`config.mk`:
```
export PLATFORM = sky130hd
export DESIGN_NAME = open_address_hash_table
export DESIGN_NICKNAME = d
export VERILOG_FILES = /design/src/hdl/oaht_pkg.sv /design/src/hdl/open_address_hash_table.sv
export SDC_FILE = /design/constraint.sdc
export NUM_CORES = 2
export LEC_CHECK = 0
export ABC_CLOCK_PERIOD_IN_PS = 16950
export BUFFER_PORTS_ARGS = -buffer_cell sky130_fd_sc_hd__buf_2
export CORE_MARGIN = 8
export CORE_UTILIZATION = 45
export DETAILED_ROUTE_END_ITERATION = 16
export PLACE_DENSITY_LB_ADDON = 0.08
export SLEW_MARGIN = 20
export SYNTH_ARGS = -nofsm -noshare
export SYNTH_HDL_FRONTEND = slang
export SYNTH_SLANG_ARGS = --single-unit
```
`constraint.sdc`:
```
create_clock -name aclk -period 16.95 [get_ports aclk]
set_input_delay 3.39 -clock aclk [delete_from_list [all_inputs] [get_ports aclk]]
set_output_delay 3.39 -clock aclk [all_outputs]
set_load 0.05 [all_outputs]
```
`src/hdl/oaht_pkg.sv`:
```
// ----------------------------------------------------------------------------
// oaht_pkg
// Shared widths, request codes, result codes and slot state codes for the
// open-addressing hash table.
// ----------------------------------------------------------------------------
`default_nettype none

package oaht_pkg;

    // Field widths
    localparam int KEY_W    = 31;
    localparam int REQ_W    = 2;
    localparam int STATUS_W = 2;
    localparam int IDX_W    = 5;
    localparam int CNT_W    = 5;

    // Saturation limit of the removal count
    localparam logic [CNT_W-1:0] COUNT_MAX = '1;

    typedef logic [REQ_W-1:0]    req_t;
    typedef logic [STATUS_W-1:0] res_status_t;
    typedef logic [1:0]          slot_state_t;

    // Request codes
    localparam req_t REQ_INSERT = 2'd0;
    localparam req_t REQ_SEARCH = 2'd1;
    localparam req_t REQ_DELETE = 2'd2;

    // Result codes
    localparam res_status_t RES_DONE      = 2'd0;
    localparam res_status_t RES_NOT_FOUND = 2'd1;
    localparam res_status_t RES_FULL      = 2'd2;

    // Slot states
    localparam slot_state_t ST_EMPTY    = 2'd0;
    localparam slot_state_t ST_OCCUPIED = 2'd1;
    localparam slot_state_t ST_DELETED  = 2'd2;

endpackage

`default_nettype wire

```
`src/hdl/open_address_hash_table.sv`:
```
// ----------------------------------------------------------------------------
// open_address_hash_table
// Open-addressing hash table with linear probing over SLOTS slots. Handles
// insert, search and delete requests, one result item per request item.
// ----------------------------------------------------------------------------
// After reset the block sweeps the slot memory to the empty state, one slot a
// cycle, with s_tready low. A request is then accepted (the key is multiplied
// by a scaled reciprocal of SLOTS on the way in), the key modulo SLOTS is
// finished (quotient times SLOTS taken off the key), the slots are probed one
// per cycle through the registered single read port of the slot memory, a run
// that visited every slot is closed once its last read has been checked, and
// the result is handed to the output register. An unused request type skips
// the key reduction and probing and goes straight to the response state. The
// output register lets a new request be accepted while the previous result
// still waits; a request finished while that result is still stalled holds in
// the response state until the output register frees up.
`default_nettype none

module open_address_hash_table #(
    parameter int SLOTS = 31
) (
    input  wire logic        aclk,
    input  wire logic        aresetn,
    // s_tdata: key[30:0]
    input  wire logic [31:0] s_tdata,
    // s_tuser: req_type[1:0]
    input  wire logic [1:0]  s_tuser,
    input  wire logic        s_tvalid,
    output logic             s_tready,
    // m_tdata: slot_index[4:0], removed_count[9:5]
    output logic [15:0]      m_tdata,
    // m_tuser: status[1:0]
    output logic [1:0]       m_tuser,
    output logic             m_tvalid,
    input  wire logic        m_tready
);

    localparam int KW = oaht_pkg::KEY_W;
    localparam int SW = $clog2(SLOTS);
    localparam int CW = $clog2(SLOTS + 1);
    localparam int MW = KW + 2;

    // Reciprocal of SLOTS scaled by 2^SH; the quotient is exact for every key
    localparam int SH  = KW + $clog2(SLOTS);
    localparam int RCW = 32;
    localparam int PW  = KW + RCW;
    localparam logic [RCW-1:0] RECIP =
        RCW'(((64'd1 << SH) + 64'(SLOTS) - 64'd1) / 64'(SLOTS));

    localparam logic [2:0] S_CLEAR = 3'd0;
    localparam logic [2:0] S_IDLE  = 3'd1;
    localparam logic [2:0] S_MOD   = 3'd2;
    localparam logic [2:0] S_PROBE = 3'd3;
    localparam logic [2:0] S_RESP  = 3'd4;

    // Control state
    logic [2:0]    state_reg, state_next;
    logic [SW-1:0] addr_reg, addr_next;
    logic [CW-1:0] iss_reg, iss_next;
    logic          chk_valid_reg, chk_valid_next;
    logic          m_valid_reg, m_valid_next;

    // Payload state
    oaht_pkg::req_t        req_reg, req_next;
    logic [KW-1:0]         key_reg, key_next;
    logic [PW-1:0]         prod_reg, prod_next;
    logic [SW-1:0]         chk_addr_reg;
    logic [oaht_pkg::CNT_W-1:0] cnt_reg, cnt_next;
    logic [SW-1:0]         first_reg, first_next;
    oaht_pkg::res_status_t res_status_reg, res_status_next;
    logic [oaht_pkg::IDX_W-1:0] res_slot_reg, res_slot_next;
    logic [oaht_pkg::CNT_W-1:0] res_cnt_reg, res_cnt_next;
    oaht_pkg::res_status_t m_status_reg;
    logic [oaht_pkg::IDX_W-1:0] m_slot_reg;
    logic [oaht_pkg::CNT_W-1:0] m_cnt_reg;

    // Slot memory: {state, key}
    logic [MW-1:0] mem [SLOTS];
    logic [MW-1:0] rd_data_reg;
    logic          wr_en;
    logic [SW-1:0] wr_addr;
    logic [MW-1:0] wr_data;

    // Key reduction and probe helpers
    logic [PW-1:0]         quo;
    logic [KW-1:0]         key_rem;
    logic [SW-1:0]         addr_inc;
    logic                  issue;
    oaht_pkg::slot_state_t chk_state;
    logic [KW-1:0]         chk_key;
    logic                  chk_hit;
    logic                  load_out;

    assign quo      = prod_reg >> SH;
    assign key_rem  = key_reg - quo[KW-1:0] * KW'(SLOTS);
    assign addr_inc = (addr_reg == SW'(SLOTS - 1)) ? '0 : addr_reg + 1'b1;
    assign issue    = (iss_reg != CW'(SLOTS));
    assign chk_state = rd_data_reg[MW-1:KW];
    assign chk_key   = rd_data_reg[KW-1:0];
    assign chk_hit   = chk_valid_reg && (chk_state == oaht_pkg::ST_OCCUPIED)
                       && (chk_key == key_reg);
    assign load_out  = (state_reg == S_RESP) && (!m_valid_reg || m_tready);

    assign s_tready = (state_reg == S_IDLE);
    assign m_tvalid = m_valid_reg;
    assign m_tuser  = m_status_reg;
    assign m_tdata  = {6'd0, m_cnt_reg, m_slot_reg};

    // Sequencer
    always_comb begin
        state_next      = state_reg;
        addr_next       = addr_reg;
        iss_next        = iss_reg;
        chk_valid_next  = 1'b0;
        req_next        = req_reg;
        key_next        = key_reg;
        prod_next       = prod_reg;
        cnt_next        = cnt_reg;
        first_next      = first_reg;
        res_status_next = res_status_reg;
        res_slot_next   = res_slot_reg;
        res_cnt_next    = res_cnt_reg;
        wr_en           = 1'b0;
        wr_addr         = addr_reg;
        wr_data         = {oaht_pkg::ST_EMPTY, {KW{1'b0}}};

        case (state_reg)
            S_CLEAR: begin
                // Sweep every slot to empty
                wr_en     = 1'b1;
                addr_next = addr_inc;
                if (addr_reg == SW'(SLOTS - 1)) begin
                    state_next = S_IDLE;
                end
            end
            S_IDLE: begin
                if (s_tvalid) begin
                    req_next = s_tuser;
                    key_next = s_tdata[KW-1:0];
                    prod_next = {{(PW-KW){1'b0}}, s_tdata[KW-1:0]}
                                * {{(PW-RCW){1'b0}}, RECIP};
                    cnt_next = '0;
                    first_next = '0;
                    if (s_tuser inside {oaht_pkg::REQ_INSERT, oaht_pkg::REQ_SEARCH,
                                        oaht_pkg::REQ_DELETE}) begin
                        state_next = S_MOD;
                    end else begin
                        res_status_next = oaht_pkg::RES_NOT_FOUND;
                        res_slot_next   = '0;
                        res_cnt_next    = '0;
                        state_next      = S_RESP;
                    end
                end
            end
            S_MOD: begin
                // Start probing at the home slot
                addr_next  = key_rem[SW-1:0];
                iss_next   = '0;
                state_next = S_PROBE;
            end
            S_PROBE: begin
                // Issue the next slot read
                if (issue) begin
                    addr_next      = addr_inc;
                    iss_next       = iss_reg + 1'b1;
                    chk_valid_next = 1'b1;
                end
                // Check the slot read last cycle
                case (req_reg)
                    oaht_pkg::REQ_INSERT: begin
                        if (chk_valid_reg && chk_state != oaht_pkg::ST_OCCUPIED) begin
                            wr_en           = 1'b1;
                            wr_addr         = chk_addr_reg;
                            wr_data         = {oaht_pkg::ST_OCCUPIED, key_reg};
                            res_status_next = oaht_pkg::RES_DONE;
                            res_slot_next   = oaht_pkg::IDX_W'(chk_addr_reg);
                            res_cnt_next    = '0;
                            chk_valid_next  = 1'b0;
                            state_next      = S_RESP;
                        end else if (!chk_valid_reg && !issue) begin
                            res_status_next = oaht_pkg::RES_FULL;
                            res_slot_next   = '0;
                            res_cnt_next    = '0;
                            state_next      = S_RESP;
                        end
                    end
                    oaht_pkg::REQ_SEARCH: begin
                        if (chk_hit) begin
                            res_status_next = oaht_pkg::RES_DONE;
                            res_slot_next   = oaht_pkg::IDX_W'(chk_addr_reg);
                            res_cnt_next    = '0;
                            chk_valid_next  = 1'b0;
                            state_next      = S_RESP;
                        end else if ((chk_valid_reg && chk_state == oaht_pkg::ST_EMPTY)
                                     || (!chk_valid_reg && !issue)) begin
                            res_status_next = oaht_pkg::RES_NOT_FOUND;
                            res_slot_next   = '0;
                            res_cnt_next    = '0;
                            chk_valid_next  = 1'b0;
                            state_next      = S_RESP;
                        end
                    end
                    default: begin
                        // Delete: mark every match, keep count and first slot
                        if (chk_hit) begin
                            wr_en   = 1'b1;
                            wr_addr = chk_addr_reg;
                            wr_data = {oaht_pkg::ST_DELETED, chk_key};
                            if (cnt_reg == '0) begin
                                first_next = chk_addr_reg;
                            end
                            if (cnt_reg != oaht_pkg::COUNT_MAX) begin
                                cnt_next = cnt_reg + 1'b1;
                            end
                        end else if (!chk_valid_reg && !issue) begin
                            if (cnt_reg == '0) begin
                                res_status_next = oaht_pkg::RES_NOT_FOUND;
                                res_slot_next   = '0;
                            end else begin
                                res_status_next = oaht_pkg::RES_DONE;
                                res_slot_next   = oaht_pkg::IDX_W'(first_reg);
                            end
                            res_cnt_next = cnt_reg;
                            state_next   = S_RESP;
                        end
                    end
                endcase
            end
            S_RESP: begin
                if (load_out) begin
                    state_next = S_IDLE;
                end
            end
            default: begin
                state_next = S_IDLE;
            end
        endcase
    end

    // Output register handshake
    always_comb begin
        m_valid_next = m_valid_reg;
        if (m_valid_reg && m_tready) begin
            m_valid_next = 1'b0;
        end
        if (load_out) begin
            m_valid_next = 1'b1;
        end
    end

    // Control registers
    always_ff @(posedge aclk) begin
        if (!aresetn) begin
            state_reg     <= S_CLEAR;
            addr_reg      <= '0;
            iss_reg       <= '0;
            chk_valid_reg <= 1'b0;
            m_valid_reg   <= 1'b0;
        end else begin
            state_reg     <= state_next;
            addr_reg      <= addr_next;
            iss_reg       <= iss_next;
            chk_valid_reg <= chk_valid_next;
            m_valid_reg   <= m_valid_next;
        end
    end

    // Payload registers
    always_ff @(posedge aclk) begin
        req_reg        <= req_next;
        key_reg        <= key_next;
        prod_reg       <= prod_next;
        cnt_reg        <= cnt_next;
        first_reg      <= first_next;
        res_status_reg <= res_status_next;
        res_slot_reg   <= res_slot_next;
        res_cnt_reg    <= res_cnt_next;
        if (issue) begin
            chk_addr_reg <= addr_reg;
        end
        if (load_out) begin
            m_status_reg <= res_status_reg;
            m_slot_reg   <= res_slot_reg;
            m_cnt_reg    <= res_cnt_reg;
        end
    end

    // Slot memory, one write and one registered read per cycle
    always_ff @(posedge aclk) begin
        if (wr_en) begin
            mem[wr_addr] <= wr_data;
        end
        rd_data_reg <= mem[addr_reg];
    end

endmodule

`default_nettype wire

```
==> impl_metrics.tcl <==
set metrics [dict create \
    synth_compound_area_share_pct 2.30 \
    synth_flop_cell "edfxtp_1" \
    viasPerCell 5.69 \
    critPathArrivalTime_ns 9.00 \
    final-setup-viol-count 0 \
    largest_reg_flops 1023 \
    initial_utilization_pct 45.1 \
    synthArstFlopShare_pct 0 \
    clock_latency_ns 0.73 \
    final_cell_mix "1100 x edfxtp_1, 297 x mux4_2, 225 x ha_1" \
    gr-total-overflow 0 \
    syn_inst 2684 \
    timing.rr.start "key_reg[18]" \
    tns_ns 0 \
    crit_path_cell_trace "buf_2 > inv_1 > ha_1 > inv_1 > ha_1 > fa_1 > ha_1 > inv_1 > fa_1 > fa_1 > inv_1 > fa_1 > ha_1 > ha_1 > nand4_1 > nor4_1 > a2bb2oi_1 > a211oi_1 > nor3_1 > a21oi_1 > o211ai_1" \
    hold_path.class "reg -> reg" \
    die_h_um 351 \
    critPathRequiredTime_ns 17.39 \
    holdPathStages 0 \
    sequentialPowerShare_pct 45.2 \
    ctsResizeCount 0 \
    grt_first_pass_wirelength_um 182000 \
    htreeDepth 3 \
    r2r-end "mem[29][6]" \
    fp-row-count 123 \
    power_density_mw_per_mm2 123 \
    critPathMaxFanout 5 \
    hold_viol_final 0 \
    ys_seq_area_share_pct 67.3 \
    finalWirelength_um 125000 \
    finClkSkew_ns 0.0369 \
    worst_setup_path_start_kind "input port" \
    p_comb_share_pct 17.0 \
    setup_slack_ns 8.40 \
    relSlewSlack_pct 21.4 \
    criticalPathCategory "in -> reg" \
    hp-start "res_status_reg[0]" \
    cts_tree "yes" \
    cts_buffers 118 \
    synth_fa_ha_area_share_pct 9.66 \
    crit_path_frequent_cell "ha_1" \
    critPathBufInv 5 \
    final_cells 4404 \
    drc 0 \
    muxShareOfSynthArea_pct 14.0 \
    peakVddDrop_v 0.0000918 \
    synth_warnings 0 \
    synthSimpleGateAreaFrac_pct 3.14 \
    rrSetupSlack_ns 11.41 \
    clock_sinks 1148 \
    root_buffer "clkbuf_16" \
    reg2reg_depth 9 \
    drive_gt1_share_pct 22.3 \
    whs_ns 0.417 \
    period_needed_ns 8.55 \
    postCtsSetupRepairBufs 0 \
    synth_top_family_by_area "multiplexers" \
    final_common_cell "edfxtp_1" \
    pin_count 58 \
    cpLargestDelayFamily "adder cells" \
    worst_pin_slew_ns 1.15 \
    synthToLayoutAreaGrowth_pct 12.4 \
    nets 3166 \
    netlist_area_mm2 0.0505 \
    die_w_um 351 \
    grt_antenna_before_repair 3 \
    grt_max_degree 106 \
    detail_route.iter0.violations 2173 \
    post-place-ws_ns 7.67 \
    maxSlewViolCount 0 \
    p_total_uw 7010 \
    firstDrtPassIters 5 \
    synth_edf_count 1100 \
    ys_ff_latch 1148 \
    grtUsageTotal_pct 20.5 \
    yosysUniqueCellTypes 65 \
    switching_share_pct 26.0 \
    status "finished, final reports clean" \
    grt_setup_unrepaired "no" \
    die_area_mm2 0.123 \
    power.share.clock_pct 37.8 \
    leakage_uw 0.0205 \
    ant_nets 0 \
    synth_xor_area_share_pct 0.971 \
    clk_pin_slew_ns 0.07 \
    p_int_uw 5180 \
    gp_congestion 0.842 \
    cts.path.max_buffers 3 \
    avgSynthCellArea_um2 18.8 \
    max_cap_violations 0 \
    portBuffers 50 \
    coreArea_mm2 0.112 \
    min_to "m_tuser[0]" \
    cp-end-kind "register" \
    fin_crit_sh_pct 50.5 \
    p_switching_uw 1820 \
    placed_cells 4180 \
    hpwl_um 68500 \
    vias 25000 \
    slowest_delay_ns 0.55 \
    slowest_stage "fa_1" \
    ctsHoldBuffers 0 \
    clock.fmax_ghz 0.117 \
    grt_pass1_vias 26400 \
    routedWlPerCell_um 28.3 \
]
==> synth_stat cells, types with 4 or more instances <==
cell type  count  area [um2]
edfxtp_1    1100       33000
mux4_2       297        6690
ha_1         225        2820
inv_1        204         766
nand2_1      163         612
fa_1         103        2060
clkbuf_1      54         203
nor4_1        51         319
dfxtp_1       48         961
o21ai_0       38         190
xor2_1        37         324
mux2i_1       36         360
a22o_1        32         280
buf_2         31         155
nor2_1        28         105
a21oi_1       24         120
xnor2_1       19         166
and3_1        17         106
nand3_1       17        85.1
buf_1         13        48.8
nand4_1       12        75.1
a21o_1        11        82.6
o21ai_1       11        55.1
a22oi_1        8        60.1
buf_4          7        52.6
buf_6          7        78.8
nor2b_1        6        37.5
nor3_1         5        25.0
o211a_1        5        50.1
a21boi_0       4        30.0
and2_1         4        25.0
and4_1         4        35.0
nand2b_1       4        25.0
o211ai_1       4        30.0
o31ai_1        4        30.0
or2_2          4        25.0
==> cell type report <==
class / instances / area (um2)
repair buffers: 103 / 673
clock inverters: 78 / 838
flip-flops and latches: 1148 / 34000
diodes: 2 / 5.00
inverters: 205 / 774
fillers: 9064 / 55100
clock buffers: 144 / 3180
multi-input cells: 1224 / 15400
well taps: 1500 / 1880
==> routing by layer <==
layer | wire (um) | track usage, % | share of wire [%] | up-vias
li1 | - | - | - | 10800
met1 | 53800 | 28.8 | 43 | 13400
met2 | 61900 | 34.5 | 50 | 696
met3 | 6430 | 2.70 | 5.2 | 148
met4 | 2430 | 4.24 | 2.0 | 0
met5 | 0 | 0 | 0 | -
==> per-stage QoR <==
step / instance area (um2) / utilization [%]
after floorplan: 50500 / -
after global placement: 52700 / 47.1
after detailed placement: 52700 / 47.1
after CTS: 56800 / 50.7
after global routing: 56800 / 50.7
final: 56800 / 50.7
==> worst max-delay path by stage <==
stage,startpoint,to,slack (ns),cells past startpoint
floorplan,s_tdata[29],prod_reg[38],8.78,20
global placement,s_tdata[14],prod_reg[40],7.75,21
detailed placement,s_tdata[14],prod_reg[40],7.67,21
CTS,s_tdata[14],prod_reg[40],8.45,21
global route,s_tdata[14],prod_reg[40],8.03,21
finish,s_tdata[14],prod_reg[40],8.40,21
==> kinds of logic (layout without fill, tap and decap cells) <==
logic type | Yosys count | count (layout)
AO/OA/AOI/OAI | 170 | 170
other | 1 | 8
buffers and inverters | 317 | 530
adder cells (fa/ha/maj) | 328 | 328
multiplexers | 335 | 335
flip-flops | 1148 | 1148
XOR/XNOR | 56 | 56
AND/OR/NAND/NOR | 329 | 329
==> power groups by stage <==
| stage | clock (uW) | combinational (uW) | sequential [uW] |
|---|---|---|---|
| 6_report | 2650 | 1190 | 3170 |
| 5_1_grt | 2810 | 1360 | 3170 |
| 4_1_cts | 2700 | 1210 | 3170 |
| 3_5_place_dp | 0 | 1190 | 3230 |
| 3_3_place_gp | 0 | 1180 | 3230 |
| 2_1_floorplan | 0 | 871 | 3210 |
Power figures use the tool's default switching activity.
